### src/sv/f32f16_pkg.sv
// Shared constants and stage types for the binary32/binary16 converter.
`default_nettype none
package f32f16_pkg;
   localparam logic [15:0] H_EXP_ALL = 16'h7c00;
   localparam logic [15:0] H_QUIET   = 16'h0200;
   localparam logic [31:0] S_EXP_ALL = 32'h7f800000;

   typedef enum logic {
      ACT_NARROW = 1'b0,
      ACT_WIDEN  = 1'b1
   } action_type;

   // stage 1 -> stage 2 decoded operand
   typedef struct packed {
      action_type act;
      logic       sgn;
      logic       special;   // result fully known already
      logic [31:0] fixed;    // that result
      logic       sub;       // narrow: half subnormal path
      logic [4:0] sh_lo;     // narrow subnormal: shift - 14 (0..10)
      logic [4:0] he;        // narrow normal: half exponent
      logic [23:0] m;        // mantissa with hidden bit
   } dec_type;

   // stage 2 -> stage 3 aligned value and round bits
   typedef struct packed {
      action_type act;
      logic       sgn;
      logic       special;
      logic [31:0] fixed;
      logic [4:0] he;
      logic [10:0] q;
      logic       rnd_up;
   } aln_type;
endpackage
`default_nettype wire

### src/sv/f32f16_core.sv
// Three-stage conversion datapath with stall-aware valid bits.
`default_nettype none
module f32f16_core (
   input  wire logic                     clock,
   input  wire logic                     reset,
   input  wire logic                     adv,      // pipeline advances this cycle
   input  wire logic                     in_valid,
   input  wire f32f16_pkg::action_type   in_act,
   input  wire logic [31:0]              in_op,
   output logic                          out_valid,
   output logic [31:0]                   out_data
);
   import f32f16_pkg::*;

   dec_type     s1_in, s1_ff;
   aln_type     s2_in, s2_ff;
   logic [31:0] s3_in, s3_ff;
   logic [2:0]  v_ff;

   // stage 1: decode
   always_comb begin
      logic [7:0] e;
      logic [22:0] mm;
      logic [4:0] he5, ee;
      logic [9:0] hm, nm;
      logic [3:0] lz;
      s1_in = '0;
      s1_in.act = in_act;
      e = in_op[30:23];
      mm = in_op[22:0];
      hm = in_op[9:0];
      ee = in_op[14:10];
      lz = 4'd0;
      nm = hm;
      he5 = 5'd0;
      if (in_act == ACT_NARROW) begin
         s1_in.sgn = in_op[31];
         s1_in.m = {1'b1, mm};
         if (e == 8'hff) begin
            s1_in.special = 1'b1;
            s1_in.fixed = {16'd0, in_op[31], 15'd0} | {16'd0, H_EXP_ALL}
               | ((mm == 23'd0) ? 32'd0 : {22'd0, mm[22:13]} | {16'd0, H_QUIET});
         end else if (e >= 8'd143) begin
            s1_in.special = 1'b1;
            s1_in.fixed = {16'd0, in_op[31], 15'd0} | {16'd0, H_EXP_ALL};
         end else if (e < 8'd102) begin
            s1_in.special = 1'b1;
            s1_in.fixed = {16'd0, in_op[31], 15'd0};
         end else if (e <= 8'd112) begin
            s1_in.sub = 1'b1;
            s1_in.sh_lo = 5'(8'd112 - e);
         end else begin
            s1_in.he = 5'(e - 8'd112);
         end
      end else begin
         s1_in.special = 1'b1;
         if (ee == 5'd0) begin
            if (hm == 10'd0) begin
               s1_in.fixed = {in_op[15], 31'd0};
            end else begin
               for (int i = 9; i >= 0; i--) begin
                  if (hm[i] && lz == 4'd0 && nm == hm) begin
                     lz = 4'(10 - i);
                     nm = 10'(hm << (10 - i));
                  end
               end
               s1_in.fixed = {in_op[15], 8'(8'd113 - {4'd0, lz}), nm, 13'd0};
            end
         end else if (ee == 5'h1f) begin
            s1_in.fixed = {in_op[15], 31'd0} | S_EXP_ALL | {9'd0, hm, 13'd0};
         end else begin
            he5 = ee;
            s1_in.fixed = {in_op[15], 8'({3'd0, he5} + 8'd112), hm, 13'd0};
         end
      end
   end

   // stage 2: align and decide rounding
   always_comb begin
      logic [4:0] sh;
      logic [23:0] rem, half;
      logic [10:0] q;
      s2_in.act = s1_ff.act;
      s2_in.sgn = s1_ff.sgn;
      s2_in.special = s1_ff.special;
      s2_in.fixed = s1_ff.fixed;
      s2_in.he = s1_ff.sub ? 5'd0 : s1_ff.he;
      sh = s1_ff.sub ? 5'(s1_ff.sh_lo + 5'd14) : 5'd13;
      q = 11'(s1_ff.m >> sh);
      if (!s1_ff.sub) q = {1'b0, s1_ff.m[22:13]};
      rem = s1_ff.m & ((24'd1 << sh) - 24'd1);
      half = 24'd1 << (sh - 5'd1);
      s2_in.q = q;
      s2_in.rnd_up = (rem > half) || (rem == half && q[0]);
   end

   // stage 3: increment, carry into exponent
   always_comb begin
      logic [10:0] q;
      logic [5:0] he;
      q = s2_ff.q + {10'd0, s2_ff.rnd_up};
      he = {1'b0, s2_ff.he};
      if (s2_ff.special) begin
         s3_in = s2_ff.fixed;
      end else if (s2_ff.he == 5'd0) begin
         s3_in = {16'd0, s2_ff.sgn, 4'd0, q};   // carry into bit 10 = min normal
      end else begin
         if (q[10]) begin
            he = he + 6'd1;
            q = 11'd0;
         end
         if (he >= 6'd31) s3_in = {16'd0, s2_ff.sgn, 15'd0} | {16'd0, H_EXP_ALL};
         else s3_in = {16'd0, s2_ff.sgn, he[4:0], q[9:0]};
      end
   end

   always_ff @(posedge clock) begin
      if (reset) begin
         v_ff <= '0;
      end else if (adv) begin
         v_ff <= {v_ff[1:0], in_valid};
      end
      if (adv) begin
         s1_ff <= s1_in;
         s2_ff <= s2_in;
         s3_ff <= s3_in;
      end
   end

   assign out_valid = v_ff[2];
   assign out_data  = s3_ff;
endmodule
`default_nettype wire

### src/sv/fp32_fp16_converter.sv
// Top level: stream wrapper around the binary32/binary16 conversion pipeline.
//   channel | dir | tdata                          | tuser
//   req     | in  | [31:0] operand                 | [0] action
//   rsp     | out | [31:0] converted               | -
// One beat per cycle unless stalled; each beat passes the decode, align and
// round stages. Reset clears the stage valid bits only. The whole pipeline
// holds while the output stage is full and rsp_tready is low; bubbles stay put.
`default_nettype none
module fp32_fp16_converter (
   input  wire logic        clock,
   input  wire logic        reset,
   input  wire logic        req_tvalid,
   output logic             req_tready,
   input  wire logic [31:0] req_tdata,   // operand
   input  wire logic [0:0]  req_tuser,   // action
   output logic             rsp_tvalid,
   input  wire logic        rsp_tready,
   output logic [31:0]      rsp_tdata    // converted
);
   import f32f16_pkg::*;

   logic adv;
   assign adv = rsp_tready || !rsp_tvalid;
   assign req_tready = adv;

   f32f16_core u_core (
      .clock     (clock),
      .reset     (reset),
      .adv       (adv),
      .in_valid  (req_tvalid),
      .in_act    (action_type'(req_tuser[0])),
      .in_op     (req_tdata),
      .out_valid (rsp_tvalid),
      .out_data  (rsp_tdata)
   );
endmodule
`default_nettype wire
### config.mk
export PLATFORM = sky130hd
export DESIGN_NAME = fp32_fp16_converter
export DESIGN_NICKNAME = d
export VERILOG_FILES = /design/src/sv/f32f16_pkg.sv /design/src/sv/f32f16_core.sv /design/src/sv/fp32_fp16_converter.sv
export SDC_FILE = /design/constraint.sdc
export NUM_CORES = 1
export LEC_CHECK = 0
export ABC_AREA = 1
export ABC_CLOCK_PERIOD_IN_PS = 5700
export BUFFER_PORTS_ARGS = -buffer_cell sky130_fd_sc_hd__buf_4
export CAP_MARGIN = 10
export CORE_MARGIN = 4
export CORE_UTILIZATION = 45
export CTS_BUF_LIST = sky130_fd_sc_hd__clkbuf_8
export DETAILED_ROUTE_END_ITERATION = 16
export GPL_TIMING_DRIVEN = 0
export SETUP_SLACK_MARGIN = 0.2
export SKIP_LAST_GASP = 1
export SLEW_MARGIN = 20
export SYNTH_ARGS = -nofsm -noshare
export SYNTH_HDL_FRONTEND = slang
export SYNTH_SLANG_ARGS = --single-unit
### constraint.sdc
create_clock -name clock -period 5.7 [get_ports clock]
set_clock_uncertainty 0.15 [all_clocks]
set_input_delay 0 -clock clock [delete_from_list [all_inputs] [get_ports clock]]
set_output_delay 0 -clock clock [all_outputs]
set_load 0.02 [all_outputs]
Word level (Yosys, flattened, before mapping) --
Index checks and enable logic that the tools add are counted.
Cells by class: reductions and logical operators 39, muxes and demuxes 96, equal/unequal tests 12, div/mod/pow operators 0, add/subtract/negate cells 9, multiply operators 0, shift operators 3, magnitude comparators 5, bitwise operators 4
Operator list (count):
- $mux 10 | 40
- $mux 32 | 6
- $mux 4 | 39
- $eq 10x10->1 | 9
- $shl 1x5->24 const A | 2
- $logic_not 4->1 | 9
- $mux 33 | 1
- $or 16x32->32 | 1
- $or 32x23->32 | 1
- $mux 31 | 1
- $mux 15 | 2
- $and 24x24->24 | 1
- $eq 24x24->1 | 1
- $gt 24x24->1 | 1
- $mux 24 | 1
- $mux 6 | 4
- $shr 24x5->11 | 1
- $sub 24x1->24 const B | 1
- $logic_not 23->1 | 1
- $logic_and 1x1->1 | 19
- $add 11x1->11 | 1
- $logic_not 10->1 | 1
- $logic_not 5->1 | 2
- $reduce_or 5->1 | 2
- 20 further kinds | 21
Storage, ports and cells: logic and storage cells 185, ROM bits 0, RAM bits 0, input bits 37, latch bits 0, memories 0, output and inout port bits 34, register bits 155

Longest topological paths before layout --
Gate-level depths: netlist of the first run.
word-level depth 71, gate-level depth with buffers 27, gate-level depth less buffers 27

Modules after synthesis --
From an unflattened synthesis of the first run, not the netlist that was laid out.
Second synthesis, totals: cells, all modules 1121, area total of the unflattened synthesis 9135.0 µm²
Modules (own cells, without submodules):
- f32f16_core | instances 1, area each 9127.5 µm², sequential area each 4414.2 µm², cells each 1119
- fp32_fp16_converter | instances 1, area each 7.5 µm², sequential area each 0.0 µm², cells each 2

Worst setup path before layout of the first run --
OpenSTA, ideal clock, no wires.
path type reg2reg, start register u_core.v_ff[2], end register u_core.s3_ff[0] (netlist: u_core.out_data[0]), enable pin, data required time 5.045 ns, slack 1.602 ns, setup time 0.505 ns, arrival 3.443 ns, cell stages (with the launch flop) 4, buffers on the path 0, clock period less this slack 4.098 ns, cell sequence dfxtp_1 inv_1 nor2_1 inv_1
On the way: cells in the longest elaborated chain, start to end 2
RTL lines:
- from (decl) | RTL line f32f16_core.sv:18 | logic [2:0] v_ff;
- from (signal assigned) | RTL line f32f16_core.sv:121 | v_ff <= {v_ff[1:0], in_valid};
- $logic_not 1->1 | RTL line fp32_fp16_converter.sv:23 | assign adv = rsp_tready || !rsp_tvalid;
- $logic_or 1x1->1 | RTL line fp32_fp16_converter.sv:23
- net req_tready | RTL line fp32_fp16_converter.sv:13 | output logic req_tready,
- to (signal assigned) | RTL line f32f16_core.sv:126 | s3_ff <= s3_in;
- to (decl) | RTL line f32f16_core.sv:17 | logic [31:0] s3_in, s3_ff;
The timed path passes the listed nets, and every way through them passes these cells. A chain may end at the register's enable or synchronous reset.

==> results.toml, run 1 <==
[run_status]
outcome = "finished clean"

[routing]
via_per_inst = 5.230
firstDrtPassIters = 5
wirelength_microns = 24790
postRouteAntennaNets = 0
vias = 8039
wl_met3_microns = 1415
wl_per_cell_microns = 16.13
dr.first_iter.drc_count = 596
top_layer = "met4"
wl_met2_microns = 11470
met1_length_microns = 11270
drc = 0

[sta]
timing.slew.headroom_pct = 54.48
fmax_ghz = 0.2043
setup_viol = 0
fin_setup_tns_ps = 0
finalCritPeriodShare_pct = 85.85
min_period_ps = 4894
finalHoldViolCount = 0
tightest_slew_ps = 675.7
whs_ps = 42.37
rsz0062_at_grt = "false"
drv_slew = 0

[power]
vdd_drop_max_mv = 0.1548
cellPowerDensity_nw_per_um2 = 237.2
p_leak_uw = 0.005009

[clock_tree]
path_clk_slew_ps = 90
tritoncts = "built"
cts_sinks = 148
cts-htree-levels = 4
cts_buffers = 17
insertion_delay_ps = 450
clk_path_buf_depth = 2
clockRootBuffer = "clkbuf_8"

[setup_path]
crit_path_end_kind = "flop"
crit_fanout = 10
critPathLaunchType = "flop"
critPathKind = "flop to flop"
cpPeakStageDelay_ps = 470
crit_arrival_ps = 4920
crit_chain = "inv_2 -> ha_1 -> nand2_1 -> buf_2 -> buf_1 -> ha_1 -> buf_2 -> inv_1 -> nor3_1 -> nand2_1 -> ha_1 -> nand2_1 -> inv_1 -> nand3_1 -> nor4_1 -> inv_1 -> nor4_2 -> o21ai_0"
critical_path_required_ps = 5730
crit_path_top_delay_cell = "edfxtp_1"

[logic_synthesis]
ys_warn_count = 0
netlist_area_sq_um = 9220
synth_seq_area_share_pct = 47.88
synth_seq_cells = 148
synthCells = 1127
avgSynthCellArea_sq_um = 8.181
synth_edf_count = 145
syn-num-nets = 1199
synth_flop_cell = "edfxtp_1"
synthArstFlopShare_pct = 0
synth_cell_type_count = 53

[cells_and_area]
layout.nets = 1326
fillCellCount = 1925
final_common_cell = "nand2_1"
syn_to_final_growth_pct = 18.10
final_layout_size_suffix_gt1_share_pct = 13.34
antennaDiodeCount = 0
mostFrequentLayoutCells = "nand2_1, inv_1, edfxtp_1, nor2_1, buf_4"

[floorplan]
pin_count = 71
die_h_microns = 151.1
core_sq_um = 20170
start_util_pct = 45.71
die-area_sq_um = 22840
placement_rows = 52
die_w_microns = 151.1

[global_routing]
grtUsageTotal_pct = 22.36
antenna_found_initial = 0
grt_pass1_wl_microns = 39390
grt-ovfl-total = 0
grt_max_degree = 77
grt_pass1_vias = 7570

[min_path]
hp-class = "input port to flop"

[placed_design]
gp_congestion = 0.9903
dp_hpwl_microns = 19250
port_buffers = 69

[flow_run]
max_cap_viol_count = 0
[power by group]
part,internal (uW),total [uW],switching [uW]
combinational,169,463,294
sequential,1300,1330,37.6
clock,328,786,458
total,1790,2580,790
[routing by layer]
layer	global-route usage (%)	vias up
met2	35.52	279
met5	0	-
met3	3.471	45
met1	31.41	3684
li1	-	4031
met4	7.434	0
[state kept, by name, summed over array words and instances (netlist names)]
register,flops
u_core.s1_ff,66
u_core.s2_ff,48
u_core.out_data,31
u_core.v_ff,3
[Yosys cell counts, drive strengths merged (2+ instances only)]
cell | n | area share (%)
nor2 | 148 | 6.9
a22oi | 3 | 0.24
nor3 | 25 | 1.4
or2 | 3 | 0.20
nand2 | 294 | 13
o2111ai | 3 | 0.29
nor3b | 2 | 0.22
a31oi | 2 | 0.14
nand3b | 2 | 0.16
nand4 | 31 | 2.1
o21bai | 2 | 0.16
ha | 35 | 4.7
inv | 165 | 6.7
a211oi | 2 | 0.16
edfxtp | 145 | 47
clkbuf | 10 | 0.41
a21oi | 49 | 2.7
nand3 | 58 | 3.4
o211ai | 4 | 0.33
xnor2 | 3 | 0.29
clkinv | 5 | 0.20
nor4 | 9 | 0.84
o22ai | 7 | 0.47
dfxtp | 3 | 0.65
o21ai | 73 | 4.0
o221ai | 7 | 0.66
a31o | 2 | 0.19
xor2 | 7 | 0.87
buf | 19 | 1.0
[worst paths after layout]
check                                      start               end  slack, ps  depth (start not counted)
worst max-delay path            u_core.s1_ff[30]   u_core.s2_ff[0]        810                         18
worst min-delay path                req_tdata[5]   u_core.s1_ff[5]         40                          4
worst max register to register  u_core.s1_ff[30]   u_core.s2_ff[0]        810                         18
worst min register to register  u_core.s1_ff[35]  u_core.s2_ff[17]        260                          0
[area by class of cell]
type | count | area, sq um | area share (%)
Tap cell | 270 | 337.8 | 3.102
Clock buffer | 17 | 234.0 | 2.149
Timing Repair Buffer | 108 | 925.9 | 8.503
Clock inverter | 15 | 157.7 | 1.448
Multi-Input combinational cell | 780 | 4040 | 37.10
Inverter | 170 | 645.6 | 5.929
Buffer | 29 | 133.9 | 1.229
Sequential cell | 148 | 4414 | 40.54
[cells by family (layout without fill, tap and decap cells)]
kind of cell	after synthesis	after routing	share of synthesized area [%]
AOI/OAI and AO/OA	161	161	9.934
xor gates and xnor gates	10	10	1.154
adders and majority gates	35	35	4.750
buffers and inverters	199	339	8.373
DFF	148	148	47.88
other	1	1	0.04067
and+or+nand+nor	573	573	27.87
[per-stage QoR]
stage | setup WS (ps) | total power [uW] | std cells | cell area (sq um) | util [%]
after global routing | 338.6 | 2724 | 1537 | 10890 | 53.99
after detailed placement | 674.8 | 1799 | 1467 | 10110 | 50.13
after global placement | 582.5 | 1801 | 1466 | 10080 | 49.96
after CTS | 645.8 | 2600 | 1537 | 10880 | 53.96
final | 806.3 | 2583 | 1537 | 10890 | 53.99
after floorplan | 1602 | 1627 | 1127 | 9220 | -
[worst max-delay path: cells and delay by family, from the launching register on]
family / cells / cell delay [ps]
buffers and inverters: 7 / 1300
DFF: 1 / 470
AOI/OAI and AO/OA: 1 / 160
adders and majority gates: 3 / 900
and+or+nand+nor: 7 / 1620
[what timing repair did]
item                                   in CTS  in global routing
endpoints found under the hold margin      65                  0
resized for setup                           0                  1
setup endpoints to repair                   0                  1
setup buffers                               0                  0
hold buffers                               38                  0
No activity file was read; power rests on OpenSTA's default activity.
==> run 2: changes to the inputs <==
--- a/config.mk
+++ b/config.mk
@@ -9,11 +9,12 @@
 export ABC_CLOCK_PERIOD_IN_PS = 5700
 export BUFFER_PORTS_ARGS = -buffer_cell sky130_fd_sc_hd__buf_4
 export CAP_MARGIN = 10
-export CORE_MARGIN = 4
+export CORE_MARGIN = 2
 export CORE_UTILIZATION = 45
 export CTS_BUF_LIST = sky130_fd_sc_hd__clkbuf_8
 export DETAILED_ROUTE_END_ITERATION = 16
 export GPL_TIMING_DRIVEN = 0
+export RECOVER_POWER = 50
 export SETUP_SLACK_MARGIN = 0.2
 export SKIP_LAST_GASP = 1
 export SLEW_MARGIN = 20
==> results.toml, run 2 (synthesis gave the netlist of run 1 again) <==
[power]
p_leak_uw = 0.004876
vdd_drop_max_mv = 0.1478
finalPower_uw = 2563
cellPowerDensity_nw_per_um2 = 238.5

[global_routing]
grt_max_degree = 105
antenna_found_initial = 0
grt_pass1_wl_microns = 39840
grt_pass1_vias = 7759
grtUsageTotal_pct = 23.55
grt-ovfl-total = 0

[setup_path]
cp.buffers_inverters = 7
critical_path_required_ps = 5730
startpoint = "u_core.s1_ff[34]"
r2r-start = "u_core.s1_ff[34]"
crit_arrival_ps = 4990
cpPeakStageDelay_ps = 570
crit_path_top_delay_cell = "clkbuf_1"
critPathLaunchType = "flop"
crit_fanout = 10
crit_chain = "clkbuf_1 -> nand2_1 -> buf_2 -> buf_1 -> ha_1 -> buf_2 -> inv_1 -> nor3_1 -> nand2_1 -> ha_1 -> nand2_1 -> inv_1 -> nand3_1 -> nor4_1 -> inv_1 -> nor4_2 -> o21ai_0"
path_delay_family = "simple AND/OR/NAND/NOR gates"
crit_path_end_kind = "flop"
reg2reg_setup_slack_ps = 740
critPathKind = "flop to flop"

[cells_and_area]
syn_to_final_growth_pct = 16.57
antennaDiodeCount = 0
top_register = "u_core.s1_ff"
area.sequential_sq_um = 4414
multi_input_area_sq_um = 4025
final_layout_size_suffix_gt1_share_pct = 10.41
fillCellCount = 1974
final_common_cell = "nand2_1"
layout.nets = 1327
mostFrequentLayoutCells = "nand2_1, inv_1, edfxtp_1, nor2_1, o21ai_0"
largest_register_ffs = 66
final_core_util_pct = 53.29

[clock_tree]
cts_buffers = 17
tritoncts = "built"
cts_sinks = 148
path_clk_slew_ps = 90
clk_path_buf_depth = 2
post-cts-setup-buffers = 0
cts-htree-levels = 4
clockRootBuffer = "clkbuf_8"
insertion_delay_ps = 440

[sta]
min_period_ps = 4957
rsz0062_at_grt = "false"
finalHoldViolCount = 0
finalCritPeriodShare_pct = 86.97
setup_viol = 0
fin_setup_tns_ps = 0
tightest_slew_ps = 1887
fmax_ghz = 0.2017
timing.slew.headroom_pct = -26.49
whs_ps = 127.6
drv_slew = 45

[run_status]
outcome = "complete, but fails checks"
violations = "max-capacitance violations, max-slew violations"

[routing]
dr.first_iter.drc_count = 732
wirelength_microns = 25040
firstDrtPassIters = 5
via_per_inst = 5.248
wl_per_cell_microns = 16.28
wl_met2_microns = 11650
vias = 8071
drc = 0
postRouteAntennaNets = 0
wl_met3_microns = 1269
met1_length_microns = 11430
top_layer = "met4"

[floorplan]
pin_count = 71
start_util_pct = 45.71
core_sq_um = 20170
die_w_microns = 147.1
placement_rows = 52
die_h_microns = 147.1
die-area_sq_um = 21650

[flow_run]
max_cap_viol_count = 1

[placed_design]
port_buffers = 69
dp_hpwl_microns = 19270
gp_congestion = 1.007

[min_path]
hp-class = "input port to flop"
hold_start = "reset"
## run 2: cell types whose count changed in the layout (fill, tap and decap cells not counted), moves of 2 or more
cell / before / now
clkinvlp_4: 3 / 1
buf_1: 5 / 3
inv_6: 6 / 4
clkbuf_1: 10 / 48
buf_4: 72 / 35
clkinv_4: 0 / 3
## run 2: worst min-delay path, delay by kind of cell
family	cells	cell delay (ps)
buffers and inverters	2	650
AOI/OAI and AO/OA	1	30
## run 2: power breakdown
part | internal, uW | leakage (uW) | switching (uW)
Clock | 330 | 0.000198 | 455
Combinational | 146 | 0.00299 | 296
Sequential | 1300 | 0.00169 | 38.1
## run 2: per-stage QoR
| stage | instances | instance area [sq um] | setup slack [ps] |
|---|---|---|---|
| after floorplan | 1127 | 9220 | 1602 |
| after global placement | 1466 | 10080 | 501.8 |
| after detailed placement | 1467 | 10110 | 642.8 |
| after CTS | 1538 | 10900 | 637.1 |
| after global routing | 1538 | 10750 | 335.2 |
| final | 1538 | 10750 | 742.7 |
## run 2: path summary, 6_finish.rpt
| check | end | cells past startpoint |
|---|---|---|
| hold reg to reg | u_core.s2_ff[26] | 0 |
| hold / removal | u_core.v_ff[2] | 3 |
| setup / recovery | u_core.s2_ff[0] | 17 |
| setup reg to reg | u_core.s2_ff[0] | 17 |
## run 2: repair_timing
item                                   CTS  global route
setup endpoints to repair                0             1
endpoints found under the hold margin   65             0
hold buffers                            39             0
resized for setup                        0             1
## run 2: layer usage
metal | up-vias | track usage (%)
met5 | - | 0
met4 | 0 | 8.269
met3 | 45 | 3.602
met2 | 252 | 37.85
met1 | 3736 | 32.63
li1 | 4038 | -
## run 2: area by class of cell
class | instances | area share, %
flip-flops and latches | 148 | 41.07
clock inverters | 15 | 1.513
multi-input cells | 780 | 37.45
plain buffers | 29 | 1.211
well taps | 270 | 3.143
clock buffers | 17 | 2.177
inverters | 170 | 5.949
repair buffers | 109 | 7.485
==> run 3: changes to the inputs <==
--- a/config.mk
+++ b/config.mk
@@ -9,11 +9,14 @@
 export ABC_CLOCK_PERIOD_IN_PS = 5700
 export BUFFER_PORTS_ARGS = -buffer_cell sky130_fd_sc_hd__buf_4
 export CAP_MARGIN = 10
+export CELL_PAD_IN_SITES_DETAIL_PLACEMENT = 1
+export CELL_PAD_IN_SITES_GLOBAL_PLACEMENT = 2
 export CORE_MARGIN = 2
-export CORE_UTILIZATION = 45
+export CORE_UTILIZATION = 41
 export CTS_BUF_LIST = sky130_fd_sc_hd__clkbuf_8
 export DETAILED_ROUTE_END_ITERATION = 16
 export GPL_TIMING_DRIVEN = 0
+export PLACE_DENSITY_LB_ADDON = 0.1
 export RECOVER_POWER = 50
 export SETUP_SLACK_MARGIN = 0.2
 export SKIP_LAST_GASP = 1
==> results.toml, run 3 (synthesis gave the netlist of run 1 again) <==
[run_status]
outcome = "complete, but fails checks"
violations = "max-capacitance violations, max-slew violations"

[clock_tree]
clockRootBuffer = "clkbuf_8"
cts_sinks = 148
cts_buffers = 17
tritoncts = "built"
clk_path_buf_depth = 2
insertion_delay_ps = 460
cts-htree-levels = 4
path_clk_slew_ps = 100

[sta]
fmax_ghz = 0.2060
setup_viol = 0
tightest_slew_ps = 2945
finalHoldViolCount = 0
min_period_ps = 4854
fin_setup_tns_ps = 0
rsz0062_at_grt = "false"
whs_ps = 20.33
finalCritPeriodShare_pct = 85.17
timing.slew.headroom_pct = -97.43
drv_slew = 63

[setup_path]
reg2reg_setup_slack_ps = 850
crit_fanout = 10
critical_path_required_ps = 5740
ff2ff_path_depth = 25
crit_arrival_ps = 4890
critPathKind = "flop to flop"
crit_path_end_kind = "flop"
r2r-start = "u_core.s1_ff[34]"
critPathLaunchType = "flop"
timing.rr.end = "u_core.s2_ff[0]"

[cells_and_area]
final_common_cell = "nand2_1"
final_layout_size_suffix_gt1_share_pct = 10.58
fillCellCount = 2712
largest_register_ffs = 66
mostFrequentLayoutCells = "nand2_1, inv_1, edfxtp_1, nor2_1, o21ai_0"
syn_to_final_growth_pct = 16.53
top_register = "u_core.s1_ff"
layout.nets = 1326
antennaDiodeCount = 0

[power]
internal-power_uw = 1764
power_frac_comb_pct = 17.5
swShare_pct = 31.66
pwr-share-seq_pct = 52.0
p_leak_uw = 0.004858
p_switching_uw = 817.0
clkPwrFrac_pct = 30.6
cellPowerDensity_nw_per_um2 = 240.2
vdd_drop_max_mv = 0.1208

[global_routing]
antenna_found_initial = 0
grt_pass1_vias = 8399
grtUsageTotal_pct = 24.93
grt_max_degree = 87
grt_pass1_wl_microns = 45730
grt-ovfl-total = 0

[floorplan]
core_sq_um = 21960
die-area_sq_um = 23700
placement_rows = 54
pin_count = 71
die_h_microns = 154.0
die_w_microns = 154.0
start_util_pct = 41.99

[routing]
drc = 0
wirelength_microns = 28760
dr.first_iter.drc_count = 466
postRouteAntennaNets = 0
wl_per_cell_microns = 18.59
firstDrtPassIters = 5
vias = 8221
via_per_inst = 5.314

[placed_design]
dp_hpwl_microns = 22450
port_buffers = 69
gp_congestion = 0.9190

[min_path]
hold_start = "req_tdata[5]"
min_path_cells = 4
hp-class = "input port to flop"
hold_end = "u_core.s1_ff[5]"

[flow_run]
max_cap_viol_count = 1
[run 3: power groups by stage]
stage	clock (uW)	combinational (uW)	sequential (uW)
2_1_floorplan	0	240	1390
3_3_place_gp	0	440	1360
3_5_place_dp	0	452	1370
4_1_cts	805	475	1340
5_1_grt	849	504	1350
6_report	789	451	1340
[run 3: cell type report]
class                   count  area (sq um)  share of cell area [%]
flip-flops and latches    148          4414                   41.09
multi-input cells         780          4040                   37.60
repair buffers            108         798.3                   7.430
inverters                 170         639.4                   5.951
well taps                 280         350.3                   3.261
clock buffers              17         234.0                   2.178
clock inverters            15         137.6                   1.281
plain buffers              29         130.1                   1.211
[run 3: repair_timing]
action | CTS | global route
setup endpoints to repair | 0 | 1
hold buffers | 38 | 0
resized for setup | 0 | 1
buffers inserted | 0 | 0
hold endpoints to repair | 62 | 0
[run 3: how the worst max path moves through the flow]
stage | start | to | depth (start not counted)
after detailed placement | u_core.s1_ff[30] | u_core.s2_ff[0] | 25
after CTS | u_core.s1_ff[30] | u_core.s2_ff[0] | 25
after floorplan | u_core.v_ff[2] | u_core.out_data[0] | 3
final | u_core.s1_ff[34] | u_core.s2_ff[0] | 25
after global routing | u_core.s1_ff[34] | u_core.s2_ff[0] | 25
after global placement | u_core.v_ff[2] | req_tready | 4
[run 3: per-stage QoR]
stage	total power (uW)	setup slack (ps)	cell area (sq um)	utilization (%)	cells
3_5_place_dp	1817	645.5	10120	46.10	1477
2_1_floorplan	1627	1602	9220	-	1127
3_3_place_gp	1804	681.3	10090	45.94	1476
5_1_grt	2703	358.6	10740	48.93	1547
4_1_cts	2621	627.0	10880	49.53	1547
6_report	2581	845.5	10740	48.93	1547
[run 3: critical path, cell delays in order, from the launching register on]
cell,delay (ps)
edfxtp_1,350
clkbuf_1,570
nand2_4,170
nor2_2,270
inv_2,90
nor2_1,170
inv_1,80
nor2_1,160
nand2_1,130
ha_1,230
nand2_2,100
nor2_4,40
nand2_2,140
nor2_4,60
nand3_2,100
nor2_4,50
a21oi_1,130
nor2_1,80
ha_1,280
nand2_1,60
inv_1,70
nand3_1,60
nor4_1,330
inv_1,140
nor4_2,400
o21ai_0,180
[run 3: per-layer routing]
layer | track usage [%] | vias to the layer above | part of all wire, %
li1 | - | 4030 | -
met1 | 33.21 | 4010 | 46
met2 | 42.75 | 138 | 49
met3 | 2.678 | 43 | 2.2
met4 | 7.833 | 0 | 2.4
met5 | 0 | - | 0
